`src/hw/rtl/ewer_pkg.sv`:
```
// shared widths, codes and constants for the moving-average block
package ewer_pkg;

  // field widths
  localparam int unsigned TIME_W   = 48;
  localparam int unsigned VALUE_W  = 32;
  localparam int unsigned DELTA_W  = 40;
  localparam int unsigned COUNT_W  = 31;
  localparam int unsigned CMD_W    = 2;
  localparam int unsigned WEIGHT_W = 17;

  // fixed point
  localparam int unsigned FRAC_W     = 16;
  localparam int unsigned GAP_FRAC_W = 8;

  // rate scaling: one second in Q32.8 microseconds
  localparam int unsigned SCALE_W    = 28;
  localparam logic [SCALE_W-1:0] USEC_SCALE = SCALE_W'(256000000);

  // command codes
  localparam logic [CMD_W-1:0] CMD_SAMPLE = 2'd0;
  localparam logic [CMD_W-1:0] CMD_CLEAR  = 2'd1;
  localparam logic [CMD_W-1:0] CMD_QUERY  = 2'd2;

  // register port
  localparam int unsigned PADDR_W   = 3;
  localparam int unsigned PDATA_W   = 32;
  localparam int unsigned REG_IDX_W = PADDR_W - 2;
  localparam logic [REG_IDX_W-1:0] REG_WEIGHT = 1'b0;

  localparam logic [WEIGHT_W-1:0] WEIGHT_RESET = WEIGHT_W'(4096);
  localparam logic [WEIGHT_W-1:0] WEIGHT_ONE   = WEIGHT_W'(65536);

endpackage

```
`src/hw/rtl/ewer_if.sv`:
```
// input and result channels of the moving-average block

interface ewer_in_if import ewer_pkg::*; ();
  logic                      valid;
  logic                      ready;
  logic        [CMD_W-1:0]   cmd;
  logic signed [VALUE_W-1:0] sample_value;
  logic        [TIME_W-1:0]  now_us;

  modport source (output valid, cmd, sample_value, now_us, input ready);
  modport sink   (input valid, cmd, sample_value, now_us, output ready);
endinterface

interface ewer_out_if import ewer_pkg::*; ();
  logic                      valid;
  logic                      ready;
  logic        [COUNT_W-1:0] sample_count;
  logic signed [VALUE_W-1:0] average;
  logic        [DELTA_W-1:0] delta_average_now;
  logic        [TIME_W-1:0]  usecs_since_last;
  logic signed [VALUE_W-1:0] rate_per_second;
  logic                      rate_valid;

  modport source (output valid, sample_count, average, delta_average_now, usecs_since_last,
                  rate_per_second, rate_valid, input ready);
  modport sink   (input valid, sample_count, average, delta_average_now, usecs_since_last,
                  rate_per_second, rate_valid, output ready);
endinterface

```
`src/hw/rtl/ema_with_event_rate.sv`:
```
// moving average of a sample stream with an event-rate estimate
//
// each input transfer carries a command (add sample, clear averages, query) and the
// current microsecond time; every transfer yields exactly one result transfer with the
// sample count, the Q16.16 moving average, the Q32.8 gap average projected to the
// present, the time since the last sample and the average per second. the block works
// on one item at a time: a sample with history first blends the sample and gap averages,
// a query, clear or first sample skips that blend, and the division is skipped when the
// projected gap is zero or the rate quotient would not fit in 32 bits. the work is
// done by two bit-serial shift-add multipliers that walk the 17 weight bits one per
// cycle (the sample and gap averages run side by side, then the projection), and by a
// restoring divider that produces one of the 32 rate quotient bits per cycle. a new
// item is taken while the previous result still waits in the output register. the
// weight register lies at byte address 0 of the register port; writes take effect at
// once and are meant for an idle block
module ema_with_event_rate import ewer_pkg::*; (
  input  logic               clk_i,
  input  logic               rst_ni,
  // register port
  input  logic               psel,
  input  logic               penable,
  input  logic               pwrite,
  input  logic [PADDR_W-1:0] paddr,
  input  logic [PDATA_W-1:0] pwdata,
  output logic [PDATA_W-1:0] prdata,
  output logic               pready,
  // channels
  ewer_in_if.sink            in_i,
  ewer_out_if.source         out_o
);

  localparam int unsigned AVG_DIFF_W = VALUE_W + 1;
  localparam int unsigned AVG_ACC_W  = AVG_DIFF_W + WEIGHT_W;
  localparam int unsigned DLT_DIFF_W = DELTA_W + 1;
  localparam int unsigned DLT_ACC_W  = DLT_DIFF_W + WEIGHT_W;
  localparam int unsigned PROD_W     = VALUE_W + SCALE_W;
  localparam int unsigned NUM_W      = VALUE_W + SCALE_W - 1;
  localparam int unsigned BIT_IDX_W  = $clog2(WEIGHT_W);
  localparam int unsigned DIV_IDX_W  = $clog2(VALUE_W);
  localparam logic [COUNT_W-1:0] COUNT_MAX = '1;

  typedef enum logic [3:0] {
    S_IDLE,   // waiting for an input transfer
    S_PREP,   // command decode, first-sample shortcuts, blend operands
    S_MUL1,   // sample and gap blends, one weight bit per cycle
    S_FIN1,   // round and write back the blends
    S_PROJ,   // gap to now, projection operand, rate magnitude
    S_MUL2,   // projection blend
    S_FIN2,   // projection result, rate numerator
    S_CHK,    // zero gap and overflow checks
    S_DIV,    // one quotient bit per cycle
    S_DONE    // saturate, sign and hand over to the output register
  } state_e;

  // ---------------------------------------------------------------------------
  // weight register
  // ---------------------------------------------------------------------------
  logic [WEIGHT_W-1:0] weight_q;
  logic                cfg_wr;

  assign cfg_wr = psel && penable && pwrite && (paddr[PADDR_W-1:2] == REG_WEIGHT);
  assign pready = 1'b1;
  assign prdata = (paddr[PADDR_W-1:2] == REG_WEIGHT) ? PDATA_W'(weight_q) : '0;

  always_ff @(posedge clk_i or negedge rst_ni) begin
    if (!rst_ni) begin
      weight_q <= WEIGHT_RESET;
    end else if (cfg_wr) begin
      weight_q <= pwdata[WEIGHT_W-1:0];
    end
  end

  // weights above one act as one
  logic [WEIGHT_W-1:0] weff;
  assign weff = (weight_q > WEIGHT_ONE) ? WEIGHT_ONE : weight_q;

  // gap in Q32.8, saturating
  function automatic logic [DELTA_W-1:0] gap_q8(input logic [TIME_W-1:0] g);
    if (|g[TIME_W-1:DELTA_W-GAP_FRAC_W]) begin
      return '1;
    end
    return {g[DELTA_W-GAP_FRAC_W-1:0], {GAP_FRAC_W{1'b0}}};
  endfunction

  // ---------------------------------------------------------------------------
  // registers
  // ---------------------------------------------------------------------------
  state_e               state_q, state_d;
  logic [COUNT_W-1:0]   count_q, count_d;
  logic [VALUE_W-1:0]   avg_q, avg_d;
  logic [DELTA_W-1:0]   dlt_q, dlt_d;
  logic [TIME_W-1:0]    last_q, last_d;
  logic                 out_valid_q, out_valid_d;

  logic [CMD_W-1:0]     cmd_q, cmd_d;
  logic [VALUE_W-1:0]   smp_q, smp_d;
  logic [TIME_W-1:0]    now_q, now_d;
  logic [TIME_W-1:0]    gap_q, gap_d;
  logic                 do_avg_q, do_avg_d;
  logic                 do_dlt_q, do_dlt_d;
  logic [AVG_DIFF_W-1:0] avg_diff_q, avg_diff_d;
  logic [AVG_ACC_W-1:0]  acc_avg_q, acc_avg_d;
  logic [DLT_DIFF_W-1:0] dlt_diff_q, dlt_diff_d;
  logic [DLT_ACC_W-1:0]  acc_dlt_q, acc_dlt_d;
  logic [BIT_IDX_W-1:0]  bit_q, bit_d;
  logic [VALUE_W-1:0]   mag_q, mag_d;
  logic                 neg_q, neg_d;
  logic [DELTA_W-1:0]   proj_q, proj_d;
  logic [DELTA_W-1:0]   rem_q, rem_d;
  logic [VALUE_W-1:0]   sh_q, sh_d;       // numerator low bits, then quotient
  logic [DIV_IDX_W-1:0] dcnt_q, dcnt_d;
  logic                 rv_q, rv_d;

  logic [COUNT_W-1:0]   o_count_q, o_count_d;
  logic [VALUE_W-1:0]   o_avg_q, o_avg_d;
  logic [DELTA_W-1:0]   o_proj_q, o_proj_d;
  logic [TIME_W-1:0]    o_gap_q, o_gap_d;
  logic [VALUE_W-1:0]   o_rate_q, o_rate_d;
  logic                 o_rv_q, o_rv_d;

  // ---------------------------------------------------------------------------
  // datapath helpers
  // ---------------------------------------------------------------------------
  logic                 wbit;
  logic [TIME_W-1:0]    gap_now;
  logic [DELTA_W-1:0]   gapq8_now;
  logic [AVG_ACC_W-1:0] avg_rnd;
  logic [DLT_ACC_W-1:0] dlt_rnd;
  logic [PROD_W-1:0]    num_full;
  logic [DELTA_W:0]     div_trial;
  logic                 div_ge;
  logic [VALUE_W-1:0]   limit;
  logic [VALUE_W-1:0]   q_sat;

  assign wbit      = weff[bit_q];
  assign gap_now   = now_q - last_q;
  assign gapq8_now = gap_q8(gap_now);

  // round half up, then the arithmetic shift is a part-select of the sum
  assign avg_rnd = acc_avg_q + AVG_ACC_W'(1 << (FRAC_W - 1));
  assign dlt_rnd = acc_dlt_q + DLT_ACC_W'(1 << (FRAC_W - 1));

  // average magnitude times one second of Q32.8 time
  assign num_full = PROD_W'(mag_q) * PROD_W'(USEC_SCALE);

  // restoring division step
  assign div_trial = {rem_q, sh_q[VALUE_W-1]};
  assign div_ge    = div_trial >= {1'b0, proj_q};

  // largest magnitude for the rate's sign
  assign limit = {neg_q, {(VALUE_W-1){~neg_q}}};
  assign q_sat = (sh_q > limit) ? limit : sh_q;

  // ---------------------------------------------------------------------------
  // sequencer
  // ---------------------------------------------------------------------------
  always_comb begin
    state_d     = state_q;
    count_d     = count_q;
    avg_d       = avg_q;
    dlt_d       = dlt_q;
    last_d      = last_q;
    out_valid_d = out_valid_q && !out_o.ready;

    cmd_d      = cmd_q;
    smp_d      = smp_q;
    now_d      = now_q;
    gap_d      = gap_q;
    do_avg_d   = do_avg_q;
    do_dlt_d   = do_dlt_q;
    avg_diff_d = avg_diff_q;
    acc_avg_d  = acc_avg_q;
    dlt_diff_d = dlt_diff_q;
    acc_dlt_d  = acc_dlt_q;
    bit_d      = bit_q;
    mag_d      = mag_q;
    neg_d      = neg_q;
    proj_d     = proj_q;
    rem_d      = rem_q;
    sh_d       = sh_q;
    dcnt_d     = dcnt_q;
    rv_d       = rv_q;

    o_count_d = o_count_q;
    o_avg_d   = o_avg_q;
    o_proj_d  = o_proj_q;
    o_gap_d   = o_gap_q;
    o_rate_d  = o_rate_q;
    o_rv_d    = o_rv_q;

    unique case (state_q)
      S_IDLE: begin
        if (in_i.valid) begin
          cmd_d   = in_i.cmd;
          smp_d   = in_i.sample_value;
          now_d   = in_i.now_us;
          state_d = S_PREP;
        end
      end

      S_PREP: begin
        state_d   = S_PROJ;
        acc_avg_d = '0;
        acc_dlt_d = '0;
        bit_d     = BIT_IDX_W'(WEIGHT_W - 1);
        case (cmd_q)
          CMD_SAMPLE: begin
            last_d  = now_q;
            count_d = (count_q == COUNT_MAX) ? count_q : count_q + COUNT_W'(1);
            if (count_q == '0) begin
              // first sample seeds the average
              avg_d = smp_q;
              dlt_d = '0;
            end else begin
              do_avg_d   = 1'b1;
              avg_diff_d = {smp_q[VALUE_W-1], smp_q} - {avg_q[VALUE_W-1], avg_q};
              // second sample takes the raw gap
              do_dlt_d   = (count_q != COUNT_W'(1));
              dlt_diff_d = {1'b0, gapq8_now} - {1'b0, dlt_q};
              if (count_q == COUNT_W'(1)) begin
                dlt_d = gapq8_now;
              end
              state_d = S_MUL1;
            end
          end
          CMD_CLEAR: begin
            count_d = '0;
            avg_d   = '0;
            dlt_d   = '0;
          end
          default: begin
            // query and unused code leave the state alone
          end
        endcase
      end

      S_MUL1: begin
        acc_avg_d = {acc_avg_q[AVG_ACC_W-2:0], 1'b0}
                    + (wbit ? {{WEIGHT_W{avg_diff_q[AVG_DIFF_W-1]}}, avg_diff_q} : '0);
        acc_dlt_d = {acc_dlt_q[DLT_ACC_W-2:0], 1'b0}
                    + (wbit ? {{WEIGHT_W{dlt_diff_q[DLT_DIFF_W-1]}}, dlt_diff_q} : '0);
        bit_d     = bit_q - BIT_IDX_W'(1);
        if (bit_q == '0) begin
          state_d = S_FIN1;
        end
      end

      S_FIN1: begin
        if (do_avg_q) begin
          avg_d = avg_q + avg_rnd[VALUE_W+FRAC_W-1:FRAC_W];
        end
        if (do_dlt_q) begin
          dlt_d = dlt_q + dlt_rnd[DELTA_W+FRAC_W-1:FRAC_W];
        end
        state_d = S_PROJ;
      end

      S_PROJ: begin
        gap_d      = gap_now;
        dlt_diff_d = {1'b0, gapq8_now} - {1'b0, dlt_q};
        acc_dlt_d  = '0;
        bit_d      = BIT_IDX_W'(WEIGHT_W - 1);
        neg_d      = avg_q[VALUE_W-1];
        // the most negative average maps to a magnitude of 2^31
        mag_d      = avg_q[VALUE_W-1] ? (~avg_q + VALUE_W'(1)) : avg_q;
        do_avg_d   = 1'b0;
        do_dlt_d   = 1'b0;
        state_d    = S_MUL2;
      end

      S_MUL2: begin
        acc_dlt_d = {acc_dlt_q[DLT_ACC_W-2:0], 1'b0}
                    + (wbit ? {{WEIGHT_W{dlt_diff_q[DLT_DIFF_W-1]}}, dlt_diff_q} : '0);
        bit_d     = bit_q - BIT_IDX_W'(1);
        if (bit_q == '0) begin
          state_d = S_FIN2;
        end
      end

      S_FIN2: begin
        proj_d  = dlt_q + dlt_rnd[DELTA_W+FRAC_W-1:FRAC_W];
        rem_d   = DELTA_W'(num_full[NUM_W-1:VALUE_W]);
        sh_d    = num_full[VALUE_W-1:0];
        state_d = S_CHK;
      end

      S_CHK: begin
        dcnt_d = DIV_IDX_W'(VALUE_W - 1);
        if (proj_q == '0) begin
          // zero gap: largest rate for the sign, zero for a zero average
          rv_d    = 1'b0;
          sh_d    = (mag_q == '0) ? '0 : limit;
          state_d = S_DONE;
        end else if (rem_q >= proj_q) begin
          // quotient does not fit the value width
          rv_d    = 1'b0;
          sh_d    = limit;
          state_d = S_DONE;
        end else begin
          rv_d    = 1'b1;
          state_d = S_DIV;
        end
      end

      S_DIV: begin
        rem_d  = div_ge ? DELTA_W'(div_trial - {1'b0, proj_q}) : div_trial[DELTA_W-1:0];
        sh_d   = {sh_q[VALUE_W-2:0], div_ge};
        dcnt_d = dcnt_q - DIV_IDX_W'(1);
        if (dcnt_q == '0) begin
          state_d = S_DONE;
        end
      end

      S_DONE: begin
        if (!out_valid_q || out_o.ready) begin
          o_count_d   = count_q;
          o_avg_d     = avg_q;
          o_proj_d    = proj_q;
          o_gap_d     = gap_q;
          o_rate_d    = neg_q ? (~q_sat + VALUE_W'(1)) : q_sat;
          o_rv_d      = rv_q && (sh_q <= limit);
          out_valid_d = 1'b1;
          state_d     = S_IDLE;
        end
      end

      default: begin
        state_d = S_IDLE;
      end
    endcase
  end

  // control and architectural state
  always_ff @(posedge clk_i or negedge rst_ni) begin
    if (!rst_ni) begin
      state_q     <= S_IDLE;
      count_q     <= '0;
      avg_q       <= '0;
      dlt_q       <= '0;
      last_q      <= '0;
      out_valid_q <= 1'b0;
    end else begin
      state_q     <= state_d;
      count_q     <= count_d;
      avg_q       <= avg_d;
      dlt_q       <= dlt_d;
      last_q      <= last_d;
      out_valid_q <= out_valid_d;
    end
  end

  // working registers and result payload
  always_ff @(posedge clk_i) begin
    cmd_q      <= cmd_d;
    smp_q      <= smp_d;
    now_q      <= now_d;
    gap_q      <= gap_d;
    do_avg_q   <= do_avg_d;
    do_dlt_q   <= do_dlt_d;
    avg_diff_q <= avg_diff_d;
    acc_avg_q  <= acc_avg_d;
    dlt_diff_q <= dlt_diff_d;
    acc_dlt_q  <= acc_dlt_d;
    bit_q      <= bit_d;
    mag_q      <= mag_d;
    neg_q      <= neg_d;
    proj_q     <= proj_d;
    rem_q      <= rem_d;
    sh_q       <= sh_d;
    dcnt_q     <= dcnt_d;
    rv_q       <= rv_d;
    o_count_q  <= o_count_d;
    o_avg_q    <= o_avg_d;
    o_proj_q   <= o_proj_d;
    o_gap_q    <= o_gap_d;
    o_rate_q   <= o_rate_d;
    o_rv_q     <= o_rv_d;
  end

  // ---------------------------------------------------------------------------
  // channels
  // ---------------------------------------------------------------------------
  assign in_i.ready = (state_q == S_IDLE);

  assign out_o.valid             = out_valid_q;
  assign out_o.sample_count      = o_count_q;
  assign out_o.average           = o_avg_q;
  assign out_o.delta_average_now = o_proj_q;
  assign out_o.usecs_since_last  = o_gap_q;
  assign out_o.rate_per_second   = o_rate_q;
  assign out_o.rate_valid        = o_rv_q;

endmodule
```
`src/flat_wrapper.sv`:
```
// flat-port wrapper written by rule: the top's interface ports become plain ports
module ema_with_event_rate_flat import ewer_pkg::*;
  (clk_i, rst_ni, psel, penable, pwrite, paddr, pwdata, prdata, pready, in_i_valid, in_i_cmd, in_i_sample_value, in_i_now_us, in_i_ready, out_o_valid, out_o_sample_count, out_o_average, out_o_delta_average_now, out_o_usecs_since_last, out_o_rate_per_second, out_o_rate_valid, out_o_ready);
  ewer_in_if in_i_i ();
  ewer_out_if out_o_i ();
  input  logic clk_i;
  input  logic rst_ni;
  input  logic psel;
  input  logic penable;
  input  logic pwrite;
  input  logic [PADDR_W-1:0] paddr;
  input  logic [PDATA_W-1:0] pwdata;
  output logic [PDATA_W-1:0] prdata;
  output logic pready;
  input wire logic [$bits(in_i_i.valid)-1:0] in_i_valid;
  input wire logic [$bits(in_i_i.cmd)-1:0] in_i_cmd;
  input wire logic [$bits(in_i_i.sample_value)-1:0] in_i_sample_value;
  input wire logic [$bits(in_i_i.now_us)-1:0] in_i_now_us;
  output wire logic [$bits(in_i_i.ready)-1:0] in_i_ready;
  output wire logic [$bits(out_o_i.valid)-1:0] out_o_valid;
  output wire logic [$bits(out_o_i.sample_count)-1:0] out_o_sample_count;
  output wire logic [$bits(out_o_i.average)-1:0] out_o_average;
  output wire logic [$bits(out_o_i.delta_average_now)-1:0] out_o_delta_average_now;
  output wire logic [$bits(out_o_i.usecs_since_last)-1:0] out_o_usecs_since_last;
  output wire logic [$bits(out_o_i.rate_per_second)-1:0] out_o_rate_per_second;
  output wire logic [$bits(out_o_i.rate_valid)-1:0] out_o_rate_valid;
  input wire logic [$bits(out_o_i.ready)-1:0] out_o_ready;
  assign in_i_i.valid = in_i_valid;
  assign in_i_i.cmd = in_i_cmd;
  assign in_i_i.sample_value = in_i_sample_value;
  assign in_i_i.now_us = in_i_now_us;
  assign in_i_ready = in_i_i.ready;
  assign out_o_valid = out_o_i.valid;
  assign out_o_sample_count = out_o_i.sample_count;
  assign out_o_average = out_o_i.average;
  assign out_o_delta_average_now = out_o_i.delta_average_now;
  assign out_o_usecs_since_last = out_o_i.usecs_since_last;
  assign out_o_rate_per_second = out_o_i.rate_per_second;
  assign out_o_rate_valid = out_o_i.rate_valid;
  assign out_o_i.ready = out_o_ready;
  ema_with_event_rate u_core (.clk_i(clk_i), .rst_ni(rst_ni), .psel(psel), .penable(penable), .pwrite(pwrite), .paddr(paddr), .pwdata(pwdata), .prdata(prdata), .pready(pready), .in_i(in_i_i), .out_o(out_o_i));
endmodule
```
`config.mk`:
```
export PLATFORM = sky130hd
export DESIGN_NAME = ema_with_event_rate_flat
export DESIGN_NICKNAME = d
export VERILOG_FILES = /design/src/hw/rtl/ewer_pkg.sv /design/src/hw/rtl/ewer_if.sv /design/src/hw/rtl/ema_with_event_rate.sv /design/src/flat_wrapper.sv
export SDC_FILE = /design/constraint.sdc
export NUM_CORES = 2
export LEC_CHECK = 0
export BUFFER_PORTS_ARGS = -buffer_cell sky130_fd_sc_hd__buf_2
export CAP_MARGIN = 20
export CORE_MARGIN = 5
export CORE_UTILIZATION = 50
export CTS_CLUSTER_DIAMETER = 100
export DETAILED_ROUTE_END_ITERATION = 6
export MAX_ROUTING_LAYER = met4
export PLACE_DENSITY = 0.72
export SKIP_CTS_REPAIR_TIMING = 1
export SLEW_MARGIN = 15
export SYNTH_ARGS = -nofsm -noshare
export SYNTH_HDL_FRONTEND = slang
export SYNTH_SLANG_ARGS = --single-unit
export TNS_END_PERCENT = 1
```
`constraint.sdc`:
```
create_clock -name clk_i -period 9.5 [get_ports clk_i]
set_input_delay 0.475 -clock clk_i [delete_from_list [all_inputs] [get_ports clk_i]]
set_output_delay 0.475 -clock clk_i [all_outputs]
set_load 0.005 [all_outputs]
```
== After elaboration in Yosys (flattened, before gate mapping) ==
Cells that the tools add are included.
Storage, ports and cells
  output and inout bits: 219
  logic and storage cells: 177
  flip-flop bits (word level): 823
Operators by class
  multiply operators: 1
  bitwise operators: 5
  mux-type cells: 55
  magnitude comparators: 6
  reduce and logical (&&, ||, !) cells: 36
  add/subtract/negate cells: 15
  equal/unequal tests: 27
Operator list (count)
  $mux W40: 6
  $pmux W40 S2: 3
  $mux W32: 7
  $pmux W32 S2: 2
  $pmux W56 S2: 1
  $pmux W32 S3: 1
  $pmux W48 S2: 1
  $mux W41: 2
  $pmux W41 S2: 1
  $add A32 B1 Y32 const B: 2
  $not A32 Y32: 2
  $mux W31: 2
  $pmux W31 S2: 1
  $add A56 B16 Y56 const B: 1
  $add A56 B56 Y56: 1
  $mux W56: 1
  $add A48 B16 Y48 const B: 1
  $add A48 B48 Y48: 1
  $mux W48: 1
  $sub A48 B48 Y48: 1
  $mul A32 B14 Y45 const B: 1
  $ge A41 B40 Y1: 1
  $sub A40 B40 Y41: 1
  $add A40 B40 Y40: 1
  49 further kinds: 103

== Logic depth before layout (Yosys ltp) ==
  depth after elaboration: 8
  gate-level depth with buffers: 30
  mapped depth without buffers: 28

== Worst setup path before layout ==
No wires, ideal clock.
  kind: register to register
  start: register u_core.now_q[0]
  end: register u_core.dlt_diff_q[40], data pin
  period minus slack after synthesis: 6.943 ns
  setup time: 0.146 ns
  data required time: 9.354 ns
  buffers on the path: 2
  data arrival time: 6.797 ns
  path slack: 2.557 ns
  stages on the path, launching flop included: 31
  path through: edfxtp_1 -> inv_1 -> ha_1 -> fa_1 -> nor2b_1 -> o31ai_1 -> a21oi_1 -> o211ai_2 -> a2111oi_0 -> nor3_1 -> xnor2_1 -> or4_1 -> nor4b_2 -> and4_1 -> buf_2 -> buf_4 -> ha_1 -> inv_1 -> fa_1 -> a211o_1 -> a211o_1 -> a41oi_1 -> o31ai_1 -> nor4b_1 -> nor4b_1 -> a21oi_1 -> a221o_1 -> a41oi_1 -> o21ai_0 -> a21o_1 -> a21oi_1
Between the ends
  longest elaborated chain between the ends: 8
RTL lines
  from (decl): line ema_with_event_rate.sv:97  | logic [TIME_W-1:0] now_q, now_d;
  from (signal assigned): line ema_with_event_rate.sv:356  | now_q <= now_d;
  $sub A48 B48 Y48 *: line ema_with_event_rate.sv:136  | assign gap_now = now_q - last_q;
  net u_core.gap_now[42]: line ema_with_event_rate.sv:125  | logic [TIME_W-1:0] gap_now;
  $reduce_or A16 Y1 *: line ema_with_event_rate.sv:79  | if (|g[TIME_W-1:DELTA_W-GAP_FRAC_W]) begin
  $mux W1 *: line ema_with_event_rate.sv:79
  $mux W40 *: line ema_with_event_rate.sv:82  | return {g[DELTA_W-GAP_FRAC_W-1:0], {GAP_FRAC_W{1'b0}}};
  $sub A40 B40 Y41 *: line ema_with_event_rate.sv:219, ema_with_event_rate.sv:260
  $mux W41: line ema_with_event_rate.sv:210  | if (count_q == '0) begin
  $mux W41: line ema_with_event_rate.sv:206  | case (cmd_q)
  $pmux W41 S2 *: line ema_with_event_rate.sv:191  | unique case (state_q)
  net u_core.dlt_diff_d[40]: line ema_with_event_rate.sv:103  | logic [DLT_DIFF_W-1:0] dlt_diff_q, dlt_diff_d;
  to (signal assigned): line ema_with_event_rate.sv:362  | dlt_diff_q <= dlt_diff_d;
  to (decl): line ema_with_event_rate.sv:103
Mark *: on every way through the listed nets, which the timed path passes. The rest lies on a longest branch. The select of a mux whose other input is x is not followed.
A chain may end at the register's enable or synchronous reset.

== Worst setup path in the final report ==
Same ends and word-level chain as after synthesis.

==> metrics.md <==
| Metric | Value |
|---|---|
| Status | `finished clean` |
| Max-cap violations | `0` |
| Reg-to-Reg End | `u_core.dlt_diff_q[40]$_DFFE_PP_` |
| Clk root buf | `clkbuf_16` |
| Final net count | `between 6000 and 7000` |
| Yosys cell types | `85` |
| Most frequent cell on the critical path | `a21oi_1` |
| Clk_skew | `slightly below 50 ps` |
| Final min period | `between 8000 and 9000 ps` |
| Period utilization | `0.918` |
| Worst-Margin Slew | `1010 ps` |
| Final setup fails | `0` |
| # port buffers | `~310` |
| CTS sink count | `just over 800` |
| Worst Path Arrival | `around 9000 ps` |
| Syn-to-layout area delta | `12.2%` |
| Final hold viol count | `0` |
| Layout cells sized above 1 | `0.0933` |
| Setup TNS | `0 ps` |
| Most common cell in the netlist | `edfxtp_1` |
| DP HPWL | `between 100000 and 150000 um` |
| Rel. slew slack | `0.321` |
| Worst reg2reg startpoint | `u_core.now_q[0]$_DFFE_PP_` |
| Worst reg2reg setup slack | `around 780 ps` |
| Inserted Clock Buffers | `around 90` |
| Post-synth top cells | `edfxtp_1, ha_1, inv_1, a21oi_1, nand2_1` |
| Syn avg cell area | `between 10 and 15 um2` |
| Yosys reg bits | `823` |
| Remaining antenna violation count | `0` |
| Worst Setup End Kind | `flip-flop` |
| F_max | `~0.11 GHz` |
| Hold Startpoint | `pwdata[14]` |
| Initial Util | `0.502` |
| Die footprint | `about 0.12 mm2` |
| FF-to-FF path depth | `28` |
| Hold Crit Depth | `2` |
| Synthesis Warnings | `0` |
| Number of flops mapped to enable cells by yosys | `650` |
| Via count | `approximately 45000` |
| Gr usage total | `0.249` |
| RSZ-0062 raised after global routing | `false` |
| Worst Hold Class | `input port to flip-flop` |
| FILL cells | `between 9000 and 10000` |
| Die height | `~350 um` |
| Reg clk slew, reported paths | `approximately 60 ps` |
| Top cells by area, synth | `edfxtp_1, ha_1, dfrtp_1` |
| Synth Cell Area | `just under 0.06 mm2` |
| Drt total wl | `about 150000 um` |
| Yosys top cell by area | `edfxtp_1` |
| Crit-path slowest cell | `a2111oi_0` |
| CP max stage delay | `~730 ps` |
| Mapped Cells | `around 5700` |
| Remaining global-route overflow | `0` |
| Routability cong. | `between 0.9 and 1` |
| DRT iter0 DRCs | `~3400` |
| Vias per inst | `5.84` |
| Slew Viols, Final | `0` |
| Largest net degree at the start of global routing | `slightly below 100` |
| Startpoint class of the critical path | `flip-flop` |
| Clk_lat worst skew | `around 700 ps` |
| Number of remaining DRC errors | `0` |
| Antenna violations before repair | `1` |
| WL per Instance | `between 15 and 20 um` |
| Worst path required time | `between 10000 and 15000 ps` |
| Die Wd | `between 300 and 400 um` |
| Ys flop type | `edfxtp_1` |
| H-tree depth | `3` |
| Worst Hold End | `u_core.weight_q[14]$_DFFE_PN0P_` |
| I/O Pins | `approximately 340` |
| Area share of the largest cell type after synthesis | `0.336` |
| CORE AREA | `approximately 0.12 mm2` |
| First-pass GRT wire length | `approximately 240000 um` |
| FFs w/ async S/R, synth | `0.210` |
| CTS tree | `yes` |
| Crit-path max FO | `14` |
| Hold_ws | `roughly 19 ps` |
| Sequential area share after synthesis | `0.411` |
| Number of global-route vias before repair | `roughly 43000` |
| Rows | `around 130` |
| Critical path class | `flip-flop to flip-flop` |
| CTS Buffer Depth | `3` |
| Iteration count of the initial detailed-routing pass | `5` |
==> cell type report <==
| type | count | area (um2) | share of cell area |
|---|---|---|---|
| inverters | 489 | 1840 | 0.0282 |
| repair buffers | 431 | 2700 | 0.0414 |
| multi-input cells | 4264 | 31900 | 0.489 |
| flip-flops and latches | 823 | 23800 | 0.366 |
| clock inverters | 42 | 479 | 0.00736 |
| diodes | 1 | 2.50 | 0.0000384 |
| well taps | 1524 | 1910 | 0.0293 |
| clock buffers | 127 | 2480 | 0.0381 |
==> cells by family (layout without fill, tap and decap cells) <==
kind of cell | Yosys count | in the layout | synth area share
buffers and inverters | 650 | 1089 | 0.0433
AND/OR/NAND/NOR | 1535 | 1535 | 0.130
multiplexers | 55 | 55 | 0.0109
adder cells (fa/ha/maj) | 716 | 716 | 0.173
other | 2 | 17 | 0.000129
flip-flops | 823 | 823 | 0.411
AO/OA/AOI/OAI | 1499 | 1499 | 0.165
XOR/XNOR | 443 | 443 | 0.0668
==> metrics by stage <==
step | area [um2] | worst slack, ps | std cells | utilization
5_1_grt | 65100 | 366 | 7701 | 0.563
4_1_cts | 64300 | 961 | 7617 | 0.555
2_1_floorplan | 58100 | 2560 | 5737 | -
3_5_place_dp | 61300 | 998 | 7448 | 0.530
3_3_place_gp | 61300 | 1120 | 7447 | 0.530
6_report | 65100 | 781 | 7701 | 0.563
==> worst max-delay path: cells and delay by family (launching register included) <==
family	cells	cell delay [ps]
fa+ha+maj	3	1160
xor+xnor	1	190
flops	1	340
buf+inv	3	530
simple gates	7	2240
compound gates	14	4080
==> worst max-delay path by stage <==
stage                                   start                         endpoint  slack (ps)
floorplan           u_core.now_q[0]$_DFFE_PP_  u_core.dlt_diff_q[40]$_DFFE_PP_        2560
global placement    u_core.now_q[0]$_DFFE_PP_  u_core.dlt_diff_q[40]$_DFFE_PP_        1120
detailed placement  u_core.now_q[0]$_DFFE_PP_  u_core.dlt_diff_q[40]$_DFFE_PP_        1000
CTS                 u_core.now_q[0]$_DFFE_PP_  u_core.dlt_diff_q[40]$_DFFE_PP_         960
global route        u_core.now_q[0]$_DFFE_PP_  u_core.dlt_diff_q[40]$_DFFE_PP_         370
finish              u_core.now_q[0]$_DFFE_PP_  u_core.dlt_diff_q[40]$_DFFE_PP_         780
==> flip-flops by register name, indices dropped and copies added (netlist names), 41 cells and up <==
| name | flops |
|---|---|
| u_core.acc_dlt_q | 56 |
| u_core.acc_avg_q | 48 |
| u_core.gap_q | 48 |
| u_core.last_q | 48 |
| u_core.now_q | 48 |
| u_core.out_o.usecs_since_last | 48 |
| u_core.dlt_diff_q | 41 |
==> placed cells by master, fill, tap and decap left out, types with 59 or more instances in the layout <==
cell type,synthesis,layout
fa_1,143,143
dlygate4sd3_1,0,80
ha_1,573,573
and2_1,101,100
nand2b_1,80,80
a21oi_1,432,427
o21ai_0,328,326
nand3_1,127,127
nor3_1,73,72
buf_2,10,308
a21o_1,268,267
and3_1,61,59
nand2_1,405,404
edfxtp_1,650,650
inv_1,489,487
nand4_1,75,75
xnor2_1,278,278
nor2_1,367,364
dfrtp_1,172,172
nor2b_1,79,79
xor2_1,165,165
clkbuf_16,0,93
==> metal layers <==
metal | global-route usage | up-vias | part of all wire
li1 | - | 21500 | -
met1 | 0.351 | 21900 | 0.46
met2 | 0.382 | 1404 | 0.45
met3 | 0.0299 | 259 | 0.061
met4 | 0.0719 | 0 | 0.030
met5 | - | - | 0
Power is not shown: default switching activity piles up to over one toggle a cycle in this logic, so the estimate is an artifact.
